`src/rtl/eipp_pkg.sv`:
```
package eipp_pkg;

  typedef enum logic [3:0] {
    KIND_SHORT     = 4'd0,
    KIND_ARP       = 4'd1,
    KIND_IPV6      = 4'd2,
    KIND_OTHER_ETH = 4'd3,
    KIND_BAD_IHL   = 4'd4,
    KIND_TCP       = 4'd5,
    KIND_UDP       = 4'd6,
    KIND_ICMP      = 4'd7,
    KIND_OTHER_IP  = 4'd8
  } kind_e;

  localparam logic [15:0] ETH_HDR_BYTES = 16'd14;
  localparam logic [15:0] POS_IHL       = 16'd14;
  localparam logic [15:0] POS_TTL       = 16'd22;
  localparam logic [15:0] POS_PROTO     = 16'd23;
  localparam logic [15:0] POS_SIP       = 16'd26;
  localparam logic [15:0] POS_DIP       = 16'd30;
  localparam logic [15:0] POS_IP_END    = 16'd34;
  localparam logic [15:0] L4_CAPTURE    = 16'd14;
  localparam logic [3:0]  MIN_IHL       = 4'd5;

  localparam logic [15:0] TYPE_IPV4 = 16'h0800;
  localparam logic [15:0] TYPE_ARP  = 16'h0806;
  localparam logic [15:0] TYPE_IPV6 = 16'h86DD;

  localparam logic [7:0] PROTO_ICMP = 8'd1;
  localparam logic [7:0] PROTO_TCP  = 8'd6;
  localparam logic [7:0] PROTO_UDP  = 8'd17;

endpackage

```
`src/rtl/ethernet_ipv4_l4_header_parser_unit.sv`:
```
// Ethernet/IPv4/TCP-UDP header parser. Frame bytes enter one per cycle on the
// input channel, the final byte flagged by last_i; a new byte may be accepted
// every clock while the input is not stalled. Each byte updates a
// 16-bit saturating offset counter and, at most, one field register, where
// the byte lands in its own fixed lane, first byte most significant. The
// byte carrying last_i is classified in the same cycle; its single result
// item is written to the output register at the edge that accepts that byte
// and is offered from the next cycle on, while the field registers clear for
// the next frame. Input is stalled only while that output register holds an
// item the downstream side is stalling. Bytes beyond MAX_FRAME_BYTES are
// counted no further and ignored; header bytes never received read as zero,
// and fields that do not apply to the reported kind are forced to zero.
module ethernet_ipv4_l4_header_parser_unit import eipp_pkg::*; #(
  parameter int MAX_FRAME_BYTES = 65535
) (
  input  logic        clk_i,
  input  logic        rst_ni,
  input  logic        in_valid_i,
  output logic        in_stall_o,
  input  logic [7:0]  data_byte_i,
  input  logic        last_i,
  output logic        out_valid_o,
  input  logic        out_stall_i,
  output logic [3:0]  kind_o,
  output logic [15:0] frame_type_o,
  output logic [47:0] dst_mac_addr_o,
  output logic [47:0] source_mac_o,
  output logic [31:0] source_ip_o,
  output logic [31:0] dest_ip_o,
  output logic [7:0]  time_to_live_o,
  output logic [7:0]  ip_protocol_o,
  output logic [15:0] source_port_o,
  output logic [15:0] dst_port_o,
  output logic [5:0]  tcp_flag_bits_o,
  output logic [15:0] transport_length_o
);

  localparam logic [15:0] MaxBytes = 16'(MAX_FRAME_BYTES);

  // Per-frame state
  logic [15:0] offset_q, offset_d;
  logic [15:0] type_q, type_d;
  logic [47:0] dmac_q, dmac_d;
  logic [47:0] smac_q, smac_d;
  logic [3:0]  ihl_q, ihl_d;
  logic [31:0] sip_q, sip_d;
  logic [31:0] dip_q, dip_d;
  logic [7:0]  ttl_q, ttl_d;
  logic [7:0]  proto_q, proto_d;
  logic [15:0] sport_q, sport_d;
  logic [15:0] dport_q, dport_d;
  logic [15:0] misc_q, misc_d;

  // Result register
  logic        out_valid_q;
  kind_e       kind_q, kind_d;
  logic [15:0] frame_type_q;
  logic [47:0] dst_mac_addr_q, source_mac_q;
  logic [31:0] source_ip_q, source_ip_d, dest_ip_q, dest_ip_d;
  logic [7:0]  ttl_out_q, ttl_out_d, proto_out_q, proto_out_d;
  logic [15:0] sport_out_q, sport_out_d, dport_out_q, dport_out_d;
  logic [5:0]  flags_q, flags_d;
  logic [15:0] tlen_q, tlen_d;

  logic        in_accept, out_accept, take;
  logic [15:0] pos, l4_base;
  logic [3:0]  l4_rel;
  logic        in_l4;
  logic        ip_ok, l4_ok;

  // Hold input while a finished item is waiting downstream.
  assign in_stall_o = out_valid_q && out_stall_i;
  assign in_accept  = in_valid_i && !in_stall_o;
  assign out_accept = out_valid_q && !out_stall_i;

  assign pos  = offset_q;
  assign take = (offset_q < MaxBytes);

  // Transport header starts at 14 + 4*IHL; capture its first 14 bytes.
  assign l4_base = ETH_HDR_BYTES + {10'd0, ihl_q, 2'b00};
  assign l4_rel  = 4'(pos - l4_base);
  assign in_l4   = (ihl_q >= MIN_IHL) && (pos >= l4_base) &&
                   (pos < l4_base + L4_CAPTURE);

  // Field capture: each byte goes to its own lane, first byte on top, so
  // lanes of bytes never received stay zero.
  always_comb begin
    offset_d = offset_q;
    type_d   = type_q;
    dmac_d   = dmac_q;
    smac_d   = smac_q;
    ihl_d    = ihl_q;
    sip_d    = sip_q;
    dip_d    = dip_q;
    ttl_d    = ttl_q;
    proto_d  = proto_q;
    sport_d  = sport_q;
    dport_d  = dport_q;
    misc_d   = misc_q;
    if (take) begin
      offset_d = offset_q + 16'd1;
      if (pos < 16'd6) begin
        for (int i = 0; i < 6; i++) begin
          if (pos == 16'(i)) begin
            dmac_d[8*(5-i) +: 8] = data_byte_i;
          end
        end
      end else if (pos < 16'd12) begin
        for (int i = 0; i < 6; i++) begin
          if (pos == 16'(6 + i)) begin
            smac_d[8*(5-i) +: 8] = data_byte_i;
          end
        end
      end else if (pos < ETH_HDR_BYTES) begin
        if (pos[0]) begin
          type_d[7:0] = data_byte_i;
        end else begin
          type_d[15:8] = data_byte_i;
        end
      end else if (pos == POS_IHL) begin
        ihl_d = data_byte_i[3:0];
      end else if (pos == POS_TTL) begin
        ttl_d = data_byte_i;
      end else if (pos == POS_PROTO) begin
        proto_d = data_byte_i;
      end else if (pos >= POS_SIP && pos < POS_DIP) begin
        for (int i = 0; i < 4; i++) begin
          if (pos == POS_SIP + 16'(i)) begin
            sip_d[8*(3-i) +: 8] = data_byte_i;
          end
        end
      end else if (pos >= POS_DIP && pos < POS_IP_END) begin
        for (int i = 0; i < 4; i++) begin
          if (pos == POS_DIP + 16'(i)) begin
            dip_d[8*(3-i) +: 8] = data_byte_i;
          end
        end
      end
      // Odd transport offsets carry the low byte of each 16-bit field.
      if (in_l4) begin
        if (l4_rel < 4'd2) begin
          if (l4_rel[0]) begin
            sport_d[7:0] = data_byte_i;
          end else begin
            sport_d[15:8] = data_byte_i;
          end
        end else if (l4_rel < 4'd4) begin
          if (l4_rel[0]) begin
            dport_d[7:0] = data_byte_i;
          end else begin
            dport_d[15:8] = data_byte_i;
          end
        end else if ((proto_q == PROTO_UDP && l4_rel < 4'd6) ||
                     (proto_q == PROTO_TCP && l4_rel >= 4'd12)) begin
          if (l4_rel[0]) begin
            misc_d[7:0] = data_byte_i;
          end else begin
            misc_d[15:8] = data_byte_i;
          end
        end
      end
    end
  end

  // Classify on the values that include the current byte.
  always_comb begin
    ip_ok = 1'b0;
    if (offset_d < ETH_HDR_BYTES) begin
      kind_d = KIND_SHORT;
    end else if (type_d != TYPE_IPV4) begin
      if (type_d == TYPE_ARP) begin
        kind_d = KIND_ARP;
      end else if (type_d == TYPE_IPV6) begin
        kind_d = KIND_IPV6;
      end else begin
        kind_d = KIND_OTHER_ETH;
      end
    end else if (ihl_d < MIN_IHL) begin
      kind_d = KIND_BAD_IHL;
    end else begin
      ip_ok = 1'b1;
      if (proto_d == PROTO_TCP) begin
        kind_d = KIND_TCP;
      end else if (proto_d == PROTO_UDP) begin
        kind_d = KIND_UDP;
      end else if (proto_d == PROTO_ICMP) begin
        kind_d = KIND_ICMP;
      end else begin
        kind_d = KIND_OTHER_IP;
      end
    end
  end

  // Drop fields that mean nothing for the reported kind.
  always_comb begin
    l4_ok       = (kind_d == KIND_TCP) || (kind_d == KIND_UDP);
    source_ip_d = ip_ok ? sip_d : 32'd0;
    dest_ip_d   = ip_ok ? dip_d : 32'd0;
    ttl_out_d   = ip_ok ? ttl_d : 8'd0;
    proto_out_d = ip_ok ? proto_d : 8'd0;
    sport_out_d = l4_ok ? sport_d : 16'd0;
    dport_out_d = l4_ok ? dport_d : 16'd0;
    flags_d     = (kind_d == KIND_TCP) ? misc_d[5:0] : 6'd0;
    case (kind_d)
      KIND_TCP: tlen_d = {10'd0, misc_d[15:12], 2'b00};
      KIND_UDP: tlen_d = misc_d;
      default:  tlen_d = 16'd0;
    endcase
  end

  // Advance frame state; clear it once the last byte has been taken.
  always_ff @(posedge clk_i or negedge rst_ni) begin
    if (!rst_ni) begin
      offset_q <= '0;
      type_q   <= '0;
      dmac_q   <= '0;
      smac_q   <= '0;
      ihl_q    <= '0;
      sip_q    <= '0;
      dip_q    <= '0;
      ttl_q    <= '0;
      proto_q  <= '0;
      sport_q  <= '0;
      dport_q  <= '0;
      misc_q   <= '0;
    end else if (in_accept) begin
      if (last_i) begin
        offset_q <= '0;
        type_q   <= '0;
        dmac_q   <= '0;
        smac_q   <= '0;
        ihl_q    <= '0;
        sip_q    <= '0;
        dip_q    <= '0;
        ttl_q    <= '0;
        proto_q  <= '0;
        sport_q  <= '0;
        dport_q  <= '0;
        misc_q   <= '0;
      end else begin
        offset_q <= offset_d;
        type_q   <= type_d;
        dmac_q   <= dmac_d;
        smac_q   <= smac_d;
        ihl_q    <= ihl_d;
        sip_q    <= sip_d;
        dip_q    <= dip_d;
        ttl_q    <= ttl_d;
        proto_q  <= proto_d;
        sport_q  <= sport_d;
        dport_q  <= dport_d;
        misc_q   <= misc_d;
      end
    end
  end

  // Output valid: set by a last byte, cleared once the item is taken.
  always_ff @(posedge clk_i or negedge rst_ni) begin
    if (!rst_ni) begin
      out_valid_q <= 1'b0;
    end else if (in_accept && last_i) begin
      out_valid_q <= 1'b1;
    end else if (out_accept) begin
      out_valid_q <= 1'b0;
    end
  end

  // Result payload, no reset needed.
  always_ff @(posedge clk_i) begin
    if (in_accept && last_i) begin
      kind_q         <= kind_d;
      frame_type_q   <= type_d;
      dst_mac_addr_q <= dmac_d;
      source_mac_q   <= smac_d;
      source_ip_q    <= source_ip_d;
      dest_ip_q      <= dest_ip_d;
      ttl_out_q      <= ttl_out_d;
      proto_out_q    <= proto_out_d;
      sport_out_q    <= sport_out_d;
      dport_out_q    <= dport_out_d;
      flags_q        <= flags_d;
      tlen_q         <= tlen_d;
    end
  end

  assign out_valid_o        = out_valid_q;
  assign kind_o             = kind_q;
  assign frame_type_o       = frame_type_q;
  assign dst_mac_addr_o     = dst_mac_addr_q;
  assign source_mac_o       = source_mac_q;
  assign source_ip_o        = source_ip_q;
  assign dest_ip_o          = dest_ip_q;
  assign time_to_live_o     = ttl_out_q;
  assign ip_protocol_o      = proto_out_q;
  assign source_port_o      = sport_out_q;
  assign dst_port_o         = dport_out_q;
  assign tcp_flag_bits_o    = flags_q;
  assign transport_length_o = tlen_q;

endmodule

```
`config.mk`:
```
export PLATFORM = sky130hd
export DESIGN_NAME = ethernet_ipv4_l4_header_parser_unit
export DESIGN_NICKNAME = d
export VERILOG_FILES = /design/src/rtl/eipp_pkg.sv /design/src/rtl/ethernet_ipv4_l4_header_parser_unit.sv
export SDC_FILE = /design/constraint.sdc
export NUM_CORES = 1
export LEC_CHECK = 0
export BUFFER_PORTS_ARGS = -buffer_cell sky130_fd_sc_hd__buf_2
export CORE_MARGIN = 2
export CORE_UTILIZATION = 55
export CTS_BUF_LIST = sky130_fd_sc_hd__clkbuf_16
export CTS_CLUSTER_SIZE = 8
export DETAILED_ROUTE_END_ITERATION = 10
export MAX_ROUTING_LAYER = met4
export PLACE_DENSITY = 0.88
export RECOVER_POWER = 25
export SYNTH_ARGS = -nofsm -noshare
export SYNTH_HDL_FRONTEND = slang
export SYNTH_SLANG_ARGS = --single-unit
```
`constraint.sdc`:
```
create_clock -name clk_i -period 14.1 [get_ports clk_i]
set_clock_uncertainty 0.05 [all_clocks]
set_input_delay 0 -clock clk_i [delete_from_list [all_inputs] [get_ports clk_i]]
set_output_delay 0 -clock clk_i [all_outputs]
set_load 0.05 [all_outputs]
```
Yosys cells after proc, flatten, opt, wreduce, memory -nomap -nowiden:

Cells that the tools add are included.

* reduce and logical (&&, ||, !) cells: 16
* equal/unequal tests: 32
* add/sub/neg operators: 4
* muxes and demuxes: 111
* $lt $le $gt $ge: 17

Operator list (number)
* 2-to-1 mux 32 bit: 19
* 2-to-1 mux 16 bit: 22
* 2-to-1 mux 8 bit: 43
* 2-to-1 mux 48 bit: 7
* equality test 16 x 5 -> 1 bit (second input constant): 8
* equality test 16 x 4 -> 1 bit (second input constant): 5
* equality test 16 x 3 -> 1 bit (second input constant): 4
* < comparator 16 x 4 -> 1 bit (second input constant): 3
* 2-to-1 mux 4 bit: 12
* equality test 16 x 2 -> 1 bit (second input constant): 2
* equality test 16 x 6 -> 1 bit (second input constant): 2
* greater-or-equal comparator 16 x 5 -> 1 bit (second input constant): 2
* case mux 16 bit (2 select lines): 1
* adder 16 x 1 -> 16 bit (second input constant): 1
* equality test 16 x 1 -> 1 bit (second input constant): 1
* equality test 16 x 12 -> 1 bit (second input constant): 1
* equality test 16 bit (second input constant): 1
* equality test 8 x 3 -> 1 bit (second input constant): 2
* equality test 8 x 5 -> 1 bit (second input constant): 2
* greater-or-equal comparator 16 x 7 -> 1 bit: 1
* zero test 16 bit: 1
* < comparator 16 bit (second input constant): 1
* < comparator 16 x 3 -> 1 bit (second input constant): 1
* < comparator 16 x 5 -> 1 bit (second input constant): 1
* 18 further kinds: 37

* output and inout bits: 252
* input port bits: 13
* flip-flop bits (word level): 511
* logic and storage cells: 205

Longest topological paths before layout:

Gate-level depths: netlist of the first run.

* word-level depth: 17
* depth in mapped cells: 14
* depth with buffers taken out: 12

Worst setup path after synthesis of the first run:

OpenSTA, ideal clock, no wires.

* path type: reg-to-reg
* start point: reg out_valid_q, in the netlist out_valid_o
* end point: reg dest_ip_q[0], in the netlist dest_ip_o[0], enable pin
* arrival time: 11.865 ns
* setup slack: 1.318 ns
* required time: 13.183 ns
* stages on the path, launching flop included: 7
* period minus slack after synthesis: 12.782 ns
* library setup time: 0.867 ns
* cell sequence: dfrtp_1 nand2_1 nand2_1 clkbuf_1 clkbuf_1 clkbuf_1 nor2_1

* word-level cells in the longest chain between the ends: 4

RTL lines
* start: declaration: RTL line ethernet_ipv4_l4_header_parser_unit.sv:55 `logic out_valid_q;`
* start signal: assignment: RTL line ethernet_ipv4_l4_header_parser_unit.sv:260 `out_valid_q <= 1'b0;`
* start signal: assignment: RTL line ethernet_ipv4_l4_header_parser_unit.sv:262 `out_valid_q <= 1'b1;`
* start signal: assignment: RTL line ethernet_ipv4_l4_header_parser_unit.sv:264 `out_valid_q <= 1'b0;`
* logical AND 1 bit: RTL line ethernet_ipv4_l4_header_parser_unit.sv:72 `assign in_stall_o = out_valid_q && out_stall_i;`
* zero test 1 bit: RTL line ethernet_ipv4_l4_header_parser_unit.sv:73 `assign in_accept = in_valid_i && !in_stall_o;`
* logical AND 1 bit: RTL line ethernet_ipv4_l4_header_parser_unit.sv:73
* logical AND 1 bit: RTL line ethernet_ipv4_l4_header_parser_unit.sv:270 `if (in_accept && last_i) begin`
* end signal: assignment: RTL line ethernet_ipv4_l4_header_parser_unit.sv:276 `dest_ip_q <= dest_ip_d;`
* end: declaration: RTL line ethernet_ipv4_l4_header_parser_unit.sv:59 `logic [31:0] source_ip_q, source_ip_d, dest_ip_q, dest_ip_d;`

Every way passes these cells.
A chain may end at the register's enable or synchronous reset.

==> reports/results.ini, run 1 <==
[outcome]
outcome=finished, violations left
violations=capacitance limit, slew limit

[layout]
area_growth_pct=15.0
final_layout_size_suffix_gt1_share_pct=11.2
design_area_um2=27400
stdcell_count=3033
final_util_pct=63.9
fin_nets=2419

[timing]
fin_crit_ns=5.59
tightest_slew_ns=5.92
fmax_ghz=0.179
hold_viol_final=0
maxSlewHeadroom_pct=-295
rsz0062_at_grt=false
tns_ns=0
final-max-slew-violation-count=108
setup_viol=0
period_share_pct=39.7

[routing]
detail-route-antenna-nets=0
vias_per_cell=6.38
drt-initial-drc-count=2273
wirelength_um=68500
wire_per_inst_um=22.6
num_vias=19400
drtPass1Iterations=6
remaining_drc_errors=0

[logic_synthesis]
synth.mux.area_fraction_pct=6.30
synth_area_um2=23800
avgSynthCellArea_um2=10.8
syn_nets=2227
syn_inst=2197
ys_seq_area_share_pct=58.9
synth_xor_area_share_pct=0.294
synth_warnings=0
synth-seq-cells=511
synth_area_leaders=edfxtp_1 (32%), dfrtp_1 (27%), nand2_1 (6.4%), o21ai_0 (5.4%), a22oi_1 (4.0%)
synth_top_cell_by_area=edfxtp_1
yosys_most_used_dff=dfrtp_1
synthAdderAreaFrac_pct=0.924
synth-edff-count=250
synth_top_family_by_area=compound AO/OA/AOI/OAI gates
synth_compound_area_share_pct=17.4
synth_top_area_share_pct=31.5
yosysUniqueCellTypes=73
synth-async-reset-ratio_pct=51.1
synth_simple_gate_area_share_pct=12.9

[power_and_ir_drop]
power_frac_seq_pct=45.2
power_mw=4.24
pwr-share-comb_pct=16.2
power.leakage_nw=10.8
p_per_area_nw_per_um2=155
switching_share_pct=29.5
p_sw_mw=1.25
intPower_mw=2.99
pwr-share-clk_pct=38.6
peakVddDrop_v=0.000113

[critical_path]
r2r_cells=9
crit_path_end_kind=async pin
cpPeakStageDelay_ns=4.11
worstSetupStartpoint=rst_ni
reg2reg_to=transport_length_o[5]
crit_required_ns=14.58
r2r_slack_ns=8.69
crit_chain=dlygate4sd3_1, clkbuf_1, buf_4
timing.critical_path.from_type=primary input
path_max_fanout=107
worst_setup_path_endpoint=offset_q[8]
arrival_ns=6.07
slowest_stage=clkbuf_1
reg2reg_from=offset_q[0]
critPathKind=primary input to async pin

[die]
ios=265
die_area_um2=45000
die_w_um=212
die_height_um=212
initial_utilization_pct=55.6
core-area_um2=42900
core.rowCount=76

[place]
dp.cells=2893
place_congestion=0.911
hpwl_um=39400
io_buffer_count=264
place_area_um2=25400

[clock_network]
cts_resized=0
cts.sinks=511
cts_tree=yes
post_cts_buffers=0
root_buffer=clkbuf_16
clk_pin_slew_ns=0.05
cts_max_path_buffers=3
numCtsBuffers=74
clk-insertion-delay-late_ns=0.60
htree_num_levels=3

[hold_path]
min_path_type=primary input to flip-flop

[global_routing]
grt_pass1_vias=19100
antenna_found_initial=1
grt_max_degree=115
grt_pass1_wl_um=105000
gr-total-overflow=0
track_usage_pct=31.2

[job]
cap_viol_max_count=1

==> registers in the layout, indices dropped and copies added, names as in the netlist, 32 cells and up <==
name and cells:
source_ip_o 32, dst_mac_addr_o 48, smac_q 48, dmac_q 48, dip_q 32, dest_ip_o 32
sip_q 32, source_mac_o 48
==> Yosys cell counts, drive strengths merged (54+ instances only) <==
| cell | count |
|---|---|
| mux2i | 60 |
| o21ai | 258 |
| clkbuf | 156 |
| a22o | 54 |
| nor2 | 99 |
| edfxtp | 250 |
| nand2 | 409 |
| mux2 | 80 |
| a21oi | 76 |
| a22oi | 126 |
| dfrtp | 261 |
==> logic make-up after synthesis <==
logic type	count (synthesis)
mux	140
simple gates	685
compound gates	637
fa+ha+maj	17
flops	511
xor+xnor	8
other cells	1
buf+inv	198
==> power by group through the flow <==
stage	clock network, mW	registers, mW	logic (mW)
final	1.64	1.92	0.689
after global routing	1.72	1.93	0.749
after CTS	1.65	1.91	0.697
after detailed placement	0	1.93	0.682
after global placement	0	1.91	0.654
after floorplan	0	2.06	0.360
==> critical path: cells and delay by family <==
kind	cells	cell delay, ns
buffers and inverters	3	5.94
==> per-stage QoR <==
| stage | worst slack [ns] | hold slack (ns) |
|---|---|---|
| after global placement | 9.26 | 0.0498 |
| after global routing | 7.32 | 0.163 |
| after floorplan | 1.32 | -0.346 |
| final | 8.51 | 0.160 |
| after CTS | 8.88 | 0.0269 |
| after detailed placement | 8.95 | 0.0646 |
==> per-layer routing <==
layer / up-vias / share of wire [%] / global-route usage (%)
li1: 8475 / - / -
met1: 9439 / 39 / 39.8
met2: 1189 / 48 / 48.1
met3: 247 / 9.0 / 5.41
met4: 0 / 4.4 / 16.0
met5: - / 0 / -
==> worst min-delay path by stage <==
stage                         startpoint          to  slack [ns]  cells past startpoint
after floorplan                   rst_ni    dip_q[0]       -0.35                      0
after detailed placement          rst_ni  dport_q[3]        0.06                      1
final                     data_byte_i[3]  proto_q[3]        0.16                      3
after CTS                         rst_ni  dport_q[3]        0.03                      2
after global placement            rst_ni  dport_q[5]        0.05                      1
after global routing      data_byte_i[3]  proto_q[3]        0.16                      3
==> cell usage in the layout, fill, tap and decap left out, types with 5 or more instances in the layout <==
| cell | n |
|---|---|
| edfxtp_1 | 250 |
| inv_1 | 66 |
| nand2_1 | 408 |
| and2_1 | 9 |
| buf_2 | 49 |
| a22o_1 | 54 |
| mux2i_1 | 60 |
| buf_4 | 30 |
| a21boi_0 | 47 |
| and3_1 | 19 |
| or3_1 | 6 |
| ha_1 | 16 |
| a21oi_1 | 76 |
| nor4_1 | 12 |
| nor3_1 | 20 |
| o21ai_0 | 255 |
| nand3_1 | 47 |
| a221oi_2 | 14 |
| dfrtp_1 | 261 |
| a22oi_1 | 126 |
| or4_1 | 6 |
| clkbuf_1 | 214 |
| nor2b_1 | 5 |
| o2111ai_1 | 5 |
| dlygate4sd3_1 | 5 |
| mux2_2 | 80 |
| a211oi_1 | 20 |
| nand4_1 | 12 |
| xnor2_1 | 5 |
| nor2_1 | 97 |
| clkbuf_16 | 79 |
==> final cells by class <==
class,count,area (um2)
clock buffers,79,1980
diodes,1,2.50
well taps,585,732
fillers,3206,15500
multi-input cells,1488,9050
repair buffers,298,1320
clock inverters,55,214
flip-flops and latches,511,14000
inverters,16,60.1
==> timing repair <==
| action | 4_1_cts | 5_1_grt |
|---|---|---|
| endpoints found under the hold margin | 165 | 0 |
| endpoints found under the setup margin | 0 | 0 |
| hold buffers | 5 | 0 |
No activity file was read; power rests on OpenSTA's default activity.
==> run 2, diff against run 1 <==
==> constraint.sdc (replaced) <==
create_clock -name clk_i -period 5.4 [get_ports clk_i]
set_clock_uncertainty 0.05 [all_clocks]
set_input_delay 0 -clock clk_i [delete_from_list [all_inputs] [get_ports clk_i]]
set_output_delay 0 -clock clk_i [all_outputs]
set_load 0.05 [all_outputs]
==> run 2 against run 1 <==
Compared with the run above:
- the flow now finishes without violations
- power grew to 2.6 times the previous value
- critical path depth up 5
- sequential share of layout area is 0.073 points lower
- cell count is 0.13% higher
- critical path type is now flip-flop to flip-flop
- largest cell class unchanged
- largest power group unchanged
==> reports/results.ini, run 2 (synthesized netlist as in run 1, its figures left out) <==
[clock_network]
clk_pin_slew_ns=0.06  ; about the same
htree_num_levels=3  ; unchanged
post_cts_buffers=0  ; unchanged
cts_resized=0  ; unchanged
cts_tree=yes
numCtsBuffers=74  ; unchanged
clk-insertion-delay-late_ns=0.59  ; about the same
cts_max_path_buffers=3  ; unchanged
root_buffer=clkbuf_16
cts.sinks=511  ; unchanged

[routing]
drtPass1Iterations=7  ; +1
remaining_drc_errors=0  ; unchanged
wirelength_um=67900  ; -0.88%
drt-initial-drc-count=2070  ; -8.9%
num_vias=19100  ; -1.2%
vias_per_cell=6.29  ; -1.4%
detail-route-antenna-nets=0  ; unchanged
wire_per_inst_um=22.3  ; -1.0%

[timing]
setup_viol=0  ; unchanged
hold_ws_ns=0.00884  ; -0.151 ns
tightest_slew_ns=1.39  ; -4.54 ns
tns_ns=0  ; unchanged
hold_viol_final=0  ; unchanged
fmax_ghz=0.213
maxSlewHeadroom_pct=6.74  ; +300 points
fin_crit_ns=4.70
rsz0062_at_grt=false
worst_slack_ns=0.697  ; -7.81 ns
final-max-slew-violation-count=0  ; -100%
period_share_pct=87.1

[layout]
stdcell_count=3037  ; +0.13%
final_layout_size_suffix_gt1_share_pct=10.3  ; -0.96 points
layout_commonest_cell=nand2_1
n_fill_cell=3273  ; +2.1%
area_growth_pct=15.2
mostFrequentLayoutCells=nand2_1 (407), dfrtp_1 (260), o21ai_0 (255)
final_util_pct=64.0  ; +0.096 points
fin_nets=2427  ; +0.33%
seqCellArea_um2=14000  ; about the same
design_area_um2=27400  ; +0.15%
n_antenna_cell=0  ; -1
multi_input_area_um2=9050  ; about the same

[power_and_ir_drop]
p_per_area_nw_per_um2=400  ; +160%
pwr-share-comb_pct=16.2  ; about the same
switching_share_pct=29.3  ; -0.15 points
p_sw_mw=3.22  ; +160%
power_mw=11.0  ; +160%
pwr-share-clk_pct=38.3  ; -0.3 points
power.leakage_nw=10.8  ; -0.54%
power_frac_seq_pct=45.5  ; +0.3 points
intPower_mw=7.76  ; +160%
peakVddDrop_v=0.000301  ; +170%

[die]
ios=265  ; unchanged
core-area_um2=42900  ; unchanged
core.rowCount=76  ; unchanged
die_height_um=212  ; unchanged
initial_utilization_pct=55.6  ; unchanged
die_area_um2=45000  ; unchanged
die_w_um=212  ; unchanged

[global_routing]
antenna_found_initial=0  ; -1
gr-total-overflow=0  ; unchanged
grt_pass1_wl_um=104000  ; -1.3%
track_usage_pct=30.8  ; -0.38 points
grt_max_degree=185  ; +61%
grt_pass1_vias=18500  ; -3.0%

[critical_path]
arrival_ns=4.92  ; -1.15 ns
path_max_fanout=23  ; -79%
crit_path_end_kind=flip-flop
crit_required_ns=5.62  ; -8.96 ns
r2r_cells=8  ; -1
critPathKind=flip-flop to flip-flop
timing.critical_path.from_type=flip-flop

[job]
cap_viol_max_count=0  ; -1

[outcome]
outcome=complete, no violations

[hold_path]
whs_path_depth=2  ; -1
min_path_type=primary input to flip-flop

[place]
place_congestion=0.918  ; +0.76%
io_buffer_count=264  ; unchanged
dp.cells=2899  ; +0.21%
place_area_um2=25500  ; +0.34%
place_ws_ns=0.941  ; -8.01 ns
hpwl_um=40900  ; +3.9%

-- run 2: layout make-up --
| cell class | count | share of cell area [%] |
|---|---|---|
| clock inverters | 54 | 0.803 |
| flip-flops and latches | 511 | 51.2 |
| well taps | 585 | 2.67 |
| inverters | 16 | 0.219 |
| clock buffers | 77 | 7.02 |
| multi-input cells | 1488 | 33.0 |
| repair buffers | 306 | 5.13 |
-- run 2: layer usage --
metal,track usage [%],routed length (um)
met5,-,0
met4,14.6,2880
met3,5.61,5600
met2,47.4,32400
met1,39.8,27000
-- run 2: critical path, stage by stage (launching register included) --
cell,delay [ns]
dfrtp_1,0.83
ha_1,0.56
nand3_1,0.30
or4b_2,0.68
a211oi_1,0.24
o2111ai_1,0.16
or4_1,0.63
o2111ai_1,0.65
o32ai_1,0.27
-- run 2: power groups by stage --
stage	sequential [mW]	clock [mW]	combinational, mW
after floorplan	5.35	0	0.944
after global placement	5.00	0	1.71
after detailed placement	5.04	0	1.78
after CTS	4.98	4.25	1.81
after global routing	5.05	4.43	1.94
final	5.00	4.20	1.78
-- run 2: worst paths after layout --
path	startpoint	to	slack [ns]
setup / recovery	offset_q[1]	transport_length_o[3]	0.70
max in group asynchronous	rst_ni	smac_q[7]	3.44
hold reg to reg	sip_q[17]	sip_q[17]	0.43
hold / removal	last_i	misc_q[0]	0.009
min in group asynchronous	rst_ni	smac_q[38]	0.57
setup reg to reg	offset_q[1]	transport_length_o[3]	0.70
-- run 2: timing repair --
action	in CTS	in global routing
hold buffers	7	0
endpoints found under the setup margin	0	0
hold endpoints to repair	88	0
